[src/drld_pkg.sv]
package drld_pkg;

  // decoder phase within one run
  typedef enum logic [1:0] {
    PH_HEADER = 2'd0,
    PH_LENGTH = 2'd1,
    PH_OFFSET = 2'd2,
    PH_SKIP   = 2'd3
  } phase_t;

  // largest length or offset field, in bytes
  localparam logic [3:0] MAX_FIELD_BYTES = 4'd4;

  // one result item as held in the output queue
  typedef struct packed {
    logic [31:0] run_start;
    logic [31:0] run_length;
    logic        sparse_run;
    logic        list_end;
    logic        bad_format;
  } run_item_t;

  // push request from the decoder to the output queue
  typedef struct packed {
    logic first;
    logic second;
  } push_req_t;

endpackage

[src/drld_in_if.sv]
interface drld_in_if;
  logic       valid;
  logic       ready;
  logic [7:0] data_byte;
  logic       region_last;

  modport source (output valid, data_byte, region_last, input ready);
  modport sink (input valid, data_byte, region_last, output ready);
endinterface

[src/drld_out_if.sv]
interface drld_out_if;
  logic        valid;
  logic        ready;
  logic [31:0] run_start;
  logic [31:0] run_length;
  logic        sparse_run;
  logic        list_end;
  logic        bad_format;

  modport source (output valid, run_start, run_length, sparse_run, list_end, bad_format,
                  input ready);
  modport sink (input valid, run_start, run_length, sparse_run, list_end, bad_format,
                output ready);
endinterface

[src/data_run_list_decoder_unit.sv]
// a result item is registered into the output queue with the byte that completes it
// throughput: one byte per cycle while the output queue has room; a run closed by the region's
//   last byte gives two items, both written together into the output queue of OUT_DEPTH
// input ready drops only while the output queue lacks room for two items
// reset (rst, synchronous, active high) returns to expecting a header with the
//   running cluster at zero and the output queue empty
module data_run_list_decoder_unit #(
  parameter int OUT_DEPTH = 4
) (
  input logic        clk,
  input logic        rst,
  drld_in_if.sink    bytes_in,
  drld_out_if.source runs_out
);

  drld_pkg::phase_t    phase;
  drld_pkg::phase_t    phase_next;
  logic [3:0]          length_size;
  logic [3:0]          length_size_next;
  logic [3:0]          offset_size;
  logic [3:0]          offset_size_next;
  logic [3:0]          byte_count;
  logic [3:0]          byte_count_next;
  logic [31:0]         length_accum;
  logic [31:0]         length_accum_next;
  logic [31:0]         offset_accum;
  logic [31:0]         offset_accum_next;
  logic [31:0]         current_cluster;
  logic [31:0]         current_cluster_next;

  logic                accept;
  logic                room;
  logic [7:0]          b;
  logic                last;
  logic [3:0]          ls;
  logic [3:0]          os;
  logic [31:0]         byte_shifted;
  logic [31:0]         off_upd;
  logic [31:0]         off_ext;
  logic [3:0]          cnt;
  logic                fin;
  logic                term;
  logic                term_bad;
  drld_pkg::push_req_t push;
  drld_pkg::run_item_t item_a;
  drld_pkg::run_item_t item_b;

  assign bytes_in.ready = room;
  assign accept = bytes_in.valid && room;
  assign b      = bytes_in.data_byte;
  assign last   = bytes_in.region_last;
  assign ls     = b[3:0];
  assign os     = b[7:4];
  assign cnt    = byte_count + 4'd1;

  // place the byte at its little-endian position
  assign byte_shifted = {24'd0, b} << {byte_count[1:0], 3'b000};
  assign off_upd      = offset_accum | byte_shifted;

  // sign-extend the offset from its field size
  always_comb begin
    case (offset_size)
      4'd1:    off_ext = {{24{off_upd[7]}}, off_upd[7:0]};
      4'd2:    off_ext = {{16{off_upd[15]}}, off_upd[15:0]};
      4'd3:    off_ext = {{8{off_upd[23]}}, off_upd[23:0]};
      default: off_ext = off_upd;
    endcase
  end

  // per-byte decode and state update
  always_comb begin
    phase_next           = phase;
    length_size_next     = length_size;
    offset_size_next     = offset_size;
    byte_count_next      = byte_count;
    length_accum_next    = length_accum;
    offset_accum_next    = offset_accum;
    current_cluster_next = current_cluster;
    fin                  = 1'b0;
    term                 = 1'b0;
    term_bad             = 1'b0;
    push                 = '0;
    item_a               = '0;
    item_b               = '0;
    item_b.list_end      = 1'b1;

    if (accept) begin
      case (phase)
        drld_pkg::PH_HEADER: begin
          if (b == 8'd0) begin
            term = 1'b1;
          end else if (ls > drld_pkg::MAX_FIELD_BYTES || os > drld_pkg::MAX_FIELD_BYTES ||
                       last) begin
            term     = 1'b1;
            term_bad = 1'b1;
          end else begin
            length_size_next  = ls;
            offset_size_next  = os;
            byte_count_next   = '0;
            length_accum_next = '0;
            offset_accum_next = '0;
            phase_next = (ls != 4'd0) ? drld_pkg::PH_LENGTH : drld_pkg::PH_OFFSET;
          end
        end
        drld_pkg::PH_LENGTH: begin
          length_accum_next = length_accum | byte_shifted;
          if (cnt >= length_size) begin
            byte_count_next = '0;
            if (offset_size == 4'd0) begin
              fin = 1'b1;
            end else begin
              phase_next = drld_pkg::PH_OFFSET;
            end
          end else begin
            byte_count_next = cnt;
          end
          if (!fin && last) begin
            term     = 1'b1;
            term_bad = 1'b1;
          end
        end
        drld_pkg::PH_OFFSET: begin
          offset_accum_next = off_upd;
          if (cnt >= offset_size) begin
            fin = 1'b1;
          end else begin
            byte_count_next = cnt;
            if (last) begin
              term     = 1'b1;
              term_bad = 1'b1;
            end
          end
        end
        default: begin
          if (last) begin
            phase_next = drld_pkg::PH_HEADER;
          end
        end
      endcase
    end

    // complete run: emit it, then the terminator if the region ends here
    if (fin) begin
      if (offset_size != 4'd0) begin
        current_cluster_next = current_cluster + off_ext;
      end
      push.first        = 1'b1;
      item_a.run_start  = current_cluster_next;
      item_a.run_length = length_accum_next;
      item_a.sparse_run = (offset_size == 4'd0);
      if (last) begin
        push.second          = 1'b1;
        current_cluster_next = '0;
      end
    end

    // terminator only
    if (term) begin
      push.first           = 1'b1;
      item_a.list_end      = 1'b1;
      item_a.bad_format    = term_bad;
      current_cluster_next = '0;
    end

    // any end of run clears the run fields
    if (fin || term) begin
      length_size_next  = '0;
      offset_size_next  = '0;
      byte_count_next   = '0;
      length_accum_next = '0;
      offset_accum_next = '0;
      phase_next = (term && !last) ? drld_pkg::PH_SKIP : drld_pkg::PH_HEADER;
    end
  end

  // decoder state
  always_ff @(posedge clk) begin
    if (rst) begin
      phase           <= drld_pkg::PH_HEADER;
      length_size     <= '0;
      offset_size     <= '0;
      byte_count      <= '0;
      length_accum    <= '0;
      offset_accum    <= '0;
      current_cluster <= '0;
    end else begin
      phase           <= phase_next;
      length_size     <= length_size_next;
      offset_size     <= offset_size_next;
      byte_count      <= byte_count_next;
      length_accum    <= length_accum_next;
      offset_accum    <= offset_accum_next;
      current_cluster <= current_cluster_next;
    end
  end

  // result queue
  drld_out_fifo #(
    .DEPTH (OUT_DEPTH)
  ) u_out_fifo (
    .clk    (clk),
    .rst    (rst),
    .push   (push),
    .item_a (item_a),
    .item_b (item_b),
    .room   (room),
    .out_ch (runs_out)
  );

  a_second_is_clean_end: assert property (@(posedge clk) disable iff (rst)
    push.second |-> (item_b.list_end && !item_b.bad_format && item_a.list_end == 1'b0))
    else $error("second item is not a clean terminator after a run");

  a_end_clears_cluster: assert property (@(posedge clk) disable iff (rst)
    (push.first && (item_a.list_end || push.second)) |=> current_cluster == 32'd0)
    else $error("running cluster not cleared at list end");

  a_push_needs_accept: assert property (@(posedge clk) disable iff (rst)
    push.first |-> accept)
    else $error("result pushed without an accepted byte");

  a_run_has_no_bad: assert property (@(posedge clk) disable iff (rst)
    (push.first && !item_a.list_end) |-> !item_a.bad_format)
    else $error("run item flagged bad");

endmodule

[src/drld_out_fifo.sv]
module drld_out_fifo #(
  parameter int DEPTH = 4
) (
  input  logic                clk,
  input  logic                rst,
  input  drld_pkg::push_req_t push,
  input  drld_pkg::run_item_t item_a,
  input  drld_pkg::run_item_t item_b,
  output logic                room,
  drld_out_if.source          out_ch
);

  localparam int AW = (DEPTH > 1) ? $clog2(DEPTH) : 1;
  localparam int CW = $clog2(DEPTH + 1);

  drld_pkg::run_item_t mem [DEPTH];
  logic [AW-1:0] wr_ptr;
  logic [AW-1:0] rd_ptr;
  logic [CW-1:0] count;
  logic [CW-1:0] count_next;
  logic          pop;
  logic [AW-1:0] wr_ptr_b;
  logic [1:0]    push_n;

  // room for a worst-case item pair
  assign room = (count <= CW'(DEPTH - 2));

  assign pop      = out_ch.valid && out_ch.ready;
  assign wr_ptr_b = wr_ptr + AW'(1);
  assign push_n   = {1'b0, push.first} + {1'b0, push.second};

  // head of queue drives the output channel
  assign out_ch.valid      = (count != '0);
  assign out_ch.run_start  = mem[rd_ptr].run_start;
  assign out_ch.run_length = mem[rd_ptr].run_length;
  assign out_ch.sparse_run = mem[rd_ptr].sparse_run;
  assign out_ch.list_end   = mem[rd_ptr].list_end;
  assign out_ch.bad_format = mem[rd_ptr].bad_format;

  assign count_next = count + CW'(push_n) - CW'(pop);

  // entry storage
  always_ff @(posedge clk) begin
    if (push.first) begin
      mem[wr_ptr] <= item_a;
    end
    if (push.second) begin
      mem[wr_ptr_b] <= item_b;
    end
  end

  // pointers and fill count
  always_ff @(posedge clk) begin
    if (rst) begin
      wr_ptr <= '0;
      rd_ptr <= '0;
      count  <= '0;
    end else begin
      wr_ptr <= wr_ptr + AW'(push_n);
      if (pop) begin
        rd_ptr <= rd_ptr + AW'(1);
      end
      count <= count_next;
    end
  end

  a_count_bound: assert property (@(posedge clk) disable iff (rst)
    count <= CW'(DEPTH))
    else $error("output queue overfilled");

  a_second_needs_first: assert property (@(posedge clk) disable iff (rst)
    push.second |-> push.first)
    else $error("second push without first");

  a_pop_only: assert property (@(posedge clk) disable iff (rst)
    (pop && !push.first) |=> count == $past(count) - CW'(1))
    else $error("fill count wrong after pop");

endmodule
[src/flat_wrapper.sv]
// flat-port wrapper written by rule: the top's interface ports become plain ports
module data_run_list_decoder_unit_flat 
#(
  parameter int OUT_DEPTH = 4
)
  (clk, rst, bytes_in_valid, bytes_in_data_byte, bytes_in_region_last, bytes_in_ready, runs_out_valid, runs_out_run_start, runs_out_run_length, runs_out_sparse_run, runs_out_list_end, runs_out_bad_format, runs_out_ready);
  drld_in_if bytes_in_i ();
  drld_out_if runs_out_i ();
  input logic clk;
  input logic rst;
  input wire logic [$bits(bytes_in_i.valid)-1:0] bytes_in_valid;
  input wire logic [$bits(bytes_in_i.data_byte)-1:0] bytes_in_data_byte;
  input wire logic [$bits(bytes_in_i.region_last)-1:0] bytes_in_region_last;
  output wire logic [$bits(bytes_in_i.ready)-1:0] bytes_in_ready;
  output wire logic [$bits(runs_out_i.valid)-1:0] runs_out_valid;
  output wire logic [$bits(runs_out_i.run_start)-1:0] runs_out_run_start;
  output wire logic [$bits(runs_out_i.run_length)-1:0] runs_out_run_length;
  output wire logic [$bits(runs_out_i.sparse_run)-1:0] runs_out_sparse_run;
  output wire logic [$bits(runs_out_i.list_end)-1:0] runs_out_list_end;
  output wire logic [$bits(runs_out_i.bad_format)-1:0] runs_out_bad_format;
  input wire logic [$bits(runs_out_i.ready)-1:0] runs_out_ready;
  assign bytes_in_i.valid = bytes_in_valid;
  assign bytes_in_i.data_byte = bytes_in_data_byte;
  assign bytes_in_i.region_last = bytes_in_region_last;
  assign bytes_in_ready = bytes_in_i.ready;
  assign runs_out_valid = runs_out_i.valid;
  assign runs_out_run_start = runs_out_i.run_start;
  assign runs_out_run_length = runs_out_i.run_length;
  assign runs_out_sparse_run = runs_out_i.sparse_run;
  assign runs_out_list_end = runs_out_i.list_end;
  assign runs_out_bad_format = runs_out_i.bad_format;
  assign runs_out_i.ready = runs_out_ready;
  data_run_list_decoder_unit #(.OUT_DEPTH(OUT_DEPTH)) u_core (.clk(clk), .rst(rst), .bytes_in(bytes_in_i), .runs_out(runs_out_i));
endmodule
[config.mk]
export PLATFORM = sky130hd
export DESIGN_NAME = data_run_list_decoder_unit_flat
export DESIGN_NICKNAME = d
export VERILOG_FILES = /design/src/drld_pkg.sv /design/src/drld_in_if.sv /design/src/drld_out_if.sv /design/src/data_run_list_decoder_unit.sv /design/src/drld_out_fifo.sv /design/src/flat_wrapper.sv
export SDC_FILE = /design/constraint.sdc
export NUM_CORES = 1
export LEC_CHECK = 0
export BUFFER_PORTS_ARGS = -buffer_cell sky130_fd_sc_hd__buf_2
export CAP_MARGIN = 10
export CORE_AREA = 2 2 209 252
export CTS_CLUSTER_DIAMETER = 60
export CTS_CLUSTER_SIZE = 28
export DETAILED_ROUTE_END_ITERATION = 6
export DIE_AREA = 0 0 211 254
export GPL_TIMING_DRIVEN = 0
export SLEW_MARGIN = 30
export SYNTH_ARGS = -nofsm -noshare
export SYNTH_HDL_FRONTEND = slang
export SYNTH_HIERARCHICAL = 1
export SYNTH_SLANG_ARGS = --single-unit
[constraint.sdc]
create_clock -name clk -period 23.1 [get_ports clk]
set_input_delay 0 -clock clk [delete_from_list [all_inputs] [get_ports clk]]
set_output_delay 0 -clock clk [all_outputs]
set_load 0.02 [all_outputs]
==> metrics.txt, run 1 <==
first-pass GRT wire length 85,400 um; VDD IR max 0.0483 mV; CP Launch Type flop; Initial DRC Count 827; Synth Flop Type edfxtp_1; largest net degree at the start of global routing 25; Synth top cells by count mux2_2, edfxtp_1, a21oi_1; Synthesis Warnings 6; relative slew slack 0.302; CTS tree done; TritonRoute pass-1 iters 5; synthesized instance count 1,633; total of max-cap violations 0; period utilisation layout 0.245; antenna violations before repair 1; clk sinks 387; Post-synth EDFFs 268; largest area contributor in the netlist edfxtp_1; die area 0.0536 mm^2; critical path endpoint category flop; Synth Area per Inst 12.5 um^2; ratio of cells with drive above 1 in the final layout 0.270; most frequent CP cell buf_16; Root Buffer clkbuf_16; clock latency on the worst-skew pair 0.54 ns; postcts setup bufs 0; FMAX 0.177 GHz; post-route cell area 0.0244 mm^2; leakage 9.43 nW; post-CTS sizing 0; largest fanout on the critical path 15; #FFs+latches synth 387; share of flip-flops with an asynchronous set or reset 0; final setup violating endpoints 0; Mapped Area 0.0203 mm^2; Fin. Hold Viols 0; clk_skew 0.0180 ns; via count 14,500; vias in the first global route 14,700; worst setup path class flop to flop; CP max stage delay 0.56 ns; post-route ant nets 0; maximum root-to-sink buffer count 3; Crit path max-delay family buffers and inverters; Num CTS Buffers 34; outcome complete, no violations; area post-placement 0.0231 mm^2; synth-to-layout area growth 19.9%; CP max stage cell nor2_2; row count 91; Die X 211 um; RSZ-0062 raised after global routing false; CP bufs+invs 7; Top Ports 82; clock transition at the registers of the reported paths 0.08 ns; Post-CTS Hold Buffers 10; nets 2,108; sequential fraction of the synthesis area 0.513; top cells by area, synth edfxtp_1, mux2_2, dfxtp_1; GRT overflow 0; DRC Markers 0; Crit path required time 23.35 ns; # H-tree levels 2; count leader, synth mux2_2; # diodes 0; Distinct cells, synth 73; power per cell area 83.7 mW/mm^2; Port Buffers 81; Vias/cell 5.34; post-DR wirelength/cell 20.5 um; Slew @ Worst Pin 1.05 ns; share of the synthesized area in the top cell type 0.396; Die Ht 254 um; CP arrival 5.91 ns; gr usage total 0.209; final wirelength 55,800 um; RePlAce Congestion 0.902; Slew Viols, Final 0; initial core utilization 0.398; minimum clock period after layout 5.66 ns; Hold Path Class input port to flop; Setup TNS 0 ns; CORE AREA 0.0511 mm^2; crit-path cells clkbuf_1 -> and2_1 -> clkbuf_1 -> nand2_1 -> xnor2_1 -> ha_1 -> nand2_1 -> o21ai_0 -> a21oi_1 -> nor2_2 -> and2_1 -> nand3_1 -> buf_2 -> buf_2 -> o21ai_4 -> buf_16 -> buf_16 -> buf_16; dpl hpwl 39,500 um
## cell usage in the layout, fill, tap and decap left out, types with 10 or more instances in the layout
cell type,netlist,final
edfxtp_1,268,268
a211oi_1,13,13
ha_1,49,49
inv_1,30,30
buf_4,11,11
buf_2,34,115
nand2b_1,11,11
nor2_1,81,79
mux2_2,271,271
conb_1,2,268
a21oi_1,163,163
a21o_1,21,21
buf_16,0,15
xnor2_1,10,10
a22o_1,23,23
buf_1,10,10
clkbuf_16,0,35
xor2_1,14,14
o21ai_0,40,38
nor2b_1,13,12
dlygate4sd3_1,0,10
clkbuf_1,53,55
dfxtp_1,119,119
mux4_2,67,67
nand2_1,85,85
nor3_1,79,78
nand3_1,29,29
## layout make-up
cell class	count	area, um^2
timing repair buffer	109	963
multi-input combinational	1373	10300
inverter	30	113
buffer	109	500
sequential	387	10400
fill	4669	26800
clock inverter	24	324
clock buffer	37	883
tap	651	815
## layer usage
metal / up-vias / global-route usage / wire length [um]
met5: - / 0 / 12
met4: 2 / 0.0714 / 1750
met3: 93 / 0.0266 / 2210
met2: 319 / 0.371 / 28300
met1: 7300 / 0.261 / 23500
li1: 6815 / - / -
## worst paths after layout
check	cells past startpoint	to	start	slack (ns)
max	18	u_core/u_out_fifo/mem[0][1]$_DFFE_PP_	u_core/byte_count[0]$_SDFFE_PP0P_	17.44
min	4	u_core/offset_accum[15]$_SDFFE_PP0P_	bytes_in_data_byte[7]	0.20
max reg2reg	18	u_core/u_out_fifo/mem[0][1]$_DFFE_PP_	u_core/byte_count[0]$_SDFFE_PP0P_	17.44
min reg2reg	2	u_core/offset_accum[6]$_SDFFE_PP0P_	u_core/offset_accum[6]$_SDFFE_PP0P_	0.46
## worst register-to-register path: stages, from the launching register on
cell and delay [ns]:
dfxtp_1 0.45, clkbuf_1 0.37, and2_1 0.19, clkbuf_1 0.38, nand2_1 0.14, xnor2_1 0.18, ha_1 0.31, nand2_1 0.07
o21ai_0 0.30, a21oi_1 0.20, nor2_2 0.56, and2_1 0.36, nand3_1 0.40, buf_2 0.38, buf_2 0.30, o21ai_4 0.22
buf_16 0.22, buf_16 0.18, buf_16 0.16
## cell families after synthesis
family          synth area share
other cells             0.000369
xor+xnor                  0.0126
mux                        0.228
simple gates              0.0857
compound gates            0.0985
buf+inv                   0.0302
flops                      0.513
fa+ha+maj                 0.0321
## state kept, by name, indices dropped and copies added (netlist names), named ones only
signal,cells
u_core/u_out_fifo/mem,268
u_core/offset_size,4
u_core/u_out_fifo/wr_ptr,2
u_core/length_accum,32
u_core/phase,2
u_core/offset_accum,32
u_core/u_out_fifo/rd_ptr,2
u_core/u_out_fifo/count,3
u_core/current_cluster,32
u_core/byte_count,4
u_core/length_size,4
## report_power, final
group	leakage, nW	internal, W	switching, W	total [W]
clock network	0.575	0.000327	0.000292	0.000619
logic	5.45	0.000222	0.000344	0.000566
registers	3.41	0.000834	0.0000213	0.000856
## metrics by stage
stage / utilization / total power, W / instances / hold WS [ns] / worst slack, ns
6_report: 0.477 / 0.00204 / 2720 / 0.195 / 17.44
3_5_place_dp: 0.451 / 0.00144 / 2649 / 0.362 / 17.45
2_1_floorplan: - / 0.00123 / 1899 / 0.0716 / 15.15
3_3_place_gp: 0.441 / 0.00142 / 2631 / 0.342 / 9.61
5_1_grt: 0.477 / 0.00213 / 2720 / 0.198 / 17.18
4_1_cts: 0.477 / 0.00207 / 2720 / 0.151 / 17.43
Power figures use the tool's default switching activity.
==> inputs of run 2 (changes only) <==
==> constraint.sdc (replaced) <==
create_clock -name clk -period 4.95 [get_ports clk]
set_input_delay 0 -clock clk [delete_from_list [all_inputs] [get_ports clk]]
set_output_delay 0 -clock clk [all_outputs]
set_load 0.02 [all_outputs]
==> metrics.txt, run 2 (synthesis gave the netlist of run 1 again) <==
R2R depth 16 (-2); Die Ht 254 um (unchanged); first-pass GRT wire length 86,300 um (+1.1%); Largest Register u_core/u_out_fifo/mem; largest fanout on the critical path 10 (-5); ratio of cells with drive above 1 in the final layout 0.282 (+0.0114); total power 0.00932 W (+360%); final wirelength 55,800 um (about the same); power per cell area 382 mW/mm^2 (+360%); Layout Utilization 0.477 (about the same); hold path depth 4 (unchanged); Crit path required time 5.29 ns (-18.06 ns); largest net degree at the start of global routing 22 (-12%); period utilisation layout 0.947 (+0.702); post-route ant nets 0 (unchanged); minimum clock period after layout 4.69 ns (-0.969 ns); maximum root-to-sink buffer count 3 (unchanged); Port Buffers 81 (unchanged); VDD IR max 0.310 mV (+540%); clock transition at the registers of the reported paths 0.08 ns (about the same); dpl hpwl 39,700 um (+0.41%); # diodes 0 (unchanged); Top Ports 82 (unchanged); critical path endpoint category flop; Crit Reg-Reg Startpoint u_core/byte_count[1]$_SDFFE_PP0P_; post-DR wirelength/cell 20.5 um (+0.13%); clk sinks 387 (unchanged); CTS tree done; Slew @ Worst Pin 0.902 ns (-0.145 ns); worst hold endpoint u_core/offset_accum[23]$_SDFFE_PP0P_; Num CTS Buffers 31 (-8.8%); DRC Markers 0 (unchanged); vias in the first global route 15,000 (+1.7%); antenna violations before repair 1 (unchanged); synth-to-layout area growth 19.9% (about the same); Die X 211 um (unchanged); worst setup path class flop to flop; outcome complete, no violations; initial core utilization 0.398 (unchanged); leakage 9.42 nW (-0.17%); FMAX 0.213 GHz (+21%); R2R Path End u_core/u_out_fifo/mem[0][65]$_DFFE_PP_; worst hold path startpoint bytes_in_data_byte[7]; Root Buffer clkbuf_16; commonest non-fill, non-tap cell in the layout mux2_2; RePlAce Congestion 0.897 (-0.58%); Fin. Hold Viols 0 (unchanged); CP arrival 5.03 ns (-0.88 ns); hold slack 0.151 ns (-0.0441 ns); commonest cells after routing, fill and taps aside mux2_2, conb_1, edfxtp_1; Slew Viols, Final 0 (unchanged); Largest register FFs 268 (unchanged); relative slew slack 0.399 (+0.0969); Setup TNS 0 ns (unchanged); row count 91 (unchanged); via count 14,400 (-0.88%); die area 0.0536 mm^2 (unchanged); Vias/cell 5.30 (-0.81%); GRT overflow 0 (unchanged); Initial DRC Count 996 (+20%); clk_skew 0.0349 ns (+0.0169 ns); total of max-cap violations 0 (unchanged); TritonRoute pass-1 iters 5 (unchanged); final setup violating endpoints 0 (unchanged); CP Launch Type flop; Hold Path Class input port to flop; clock latency on the worst-skew pair 0.61 ns (+0.07 ns); setup slack, reg-to-reg 0.26 ns (-17.18 ns); gr usage total 0.209 (about the same); nets 2,107 (-0.047%); # H-tree levels 1 (-1); CORE AREA 0.0511 mm^2 (unchanged)
-- run 2: cell types whose count changed in the layout (fill, tap and decap cells not counted), sizes merged --
cell / change
clkinvlp: +4
clkinv: -4
clkbuf: -9
buf: +7
bufinv: -2
inv: +2
-- run 2: per-layer routing --
layer / wire length, um / global-route usage
met1: 23300 / 0.260
met2: 28900 / 0.385
met3: 2270 / 0.0194
met4: 1410 / 0.0569
met5: 11 / 0
-- run 2: worst max-delay path: stages (launching register included) --
cell and delay, ns:
dfxtp_1 0.34, clkbuf_2 0.19, or3b_2 0.48, nand2_1 0.23
nor2_4 0.10, a21oi_1 0.17, ha_1 0.25, clkbuf_1 0.19
a211oi_1 0.24, o21ai_0 0.14, a31o_2 0.25, a21oi_2 0.32
o21ai_1 0.22, o21ai_0 0.39, a2111oi_0 0.20, a311o_1 0.43
mux2_2 0.29
-- run 2: per-stage QoR --
stage                     setup WS, ns  instance area, um^2  cells
after global placement           -2.76                22600   2631
after detailed placement        -0.857                23100   2649
final                            0.262                24400   2718
after floorplan                 0.0342                21300   1899
after global routing           -0.0200                24400   2718
after CTS                      0.00775                24300   2717
-- run 2: how the worst max path moves through the flow --
stage                                            startpoint  slack [ns]                                      to
after floorplan           u_core/byte_count[0]$_SDFFE_PP0P_        0.03   u_core/u_out_fifo/mem[3][0]$_DFFE_PP_
after global placement    u_core/byte_count[0]$_SDFFE_PP0P_       -2.76   u_core/u_out_fifo/mem[3][8]$_DFFE_PP_
after detailed placement  u_core/byte_count[0]$_SDFFE_PP0P_       -0.86   u_core/u_out_fifo/mem[2][4]$_DFFE_PP_
after CTS                 u_core/byte_count[0]$_SDFFE_PP0P_       0.008   u_core/u_out_fifo/count[2]$_SDFF_PP0_
after global routing      u_core/byte_count[1]$_SDFFE_PP0P_       -0.02  u_core/u_out_fifo/mem[0][66]$_DFFE_PP_
final                     u_core/byte_count[1]$_SDFFE_PP0P_        0.26  u_core/u_out_fifo/mem[0][65]$_DFFE_PP_
-- run 2: power breakdown --
part / switching [W] / internal (W)
Clock: 0.00134 / 0.00132
Combinational: 0.00162 / 0.00105
Sequential: 0.0000979 / 0.00389
Total: 0.00306 / 0.00626
-- run 2: area by class of cell --
cell class | instances | area, um^2
Buffer | 105 | 494
Clock inverter | 24 | 275
Tap cell | 651 | 815
Inverter | 30 | 113
Sequential cell | 387 | 10400
Timing Repair Buffer | 115 | 1010
Fill cell | 4606 | 26700
Clock buffer | 33 | 815
Multi-Input combinational cell | 1373 | 10400
-- run 2: repair_timing --
action	4_1_cts	5_1_grt
pin swaps	2	3
setup endpoints to repair	434	229
gates resized for setup	15	13
hold buffers	10	0
setup buffers	3	3
hold endpoints to repair	25	0
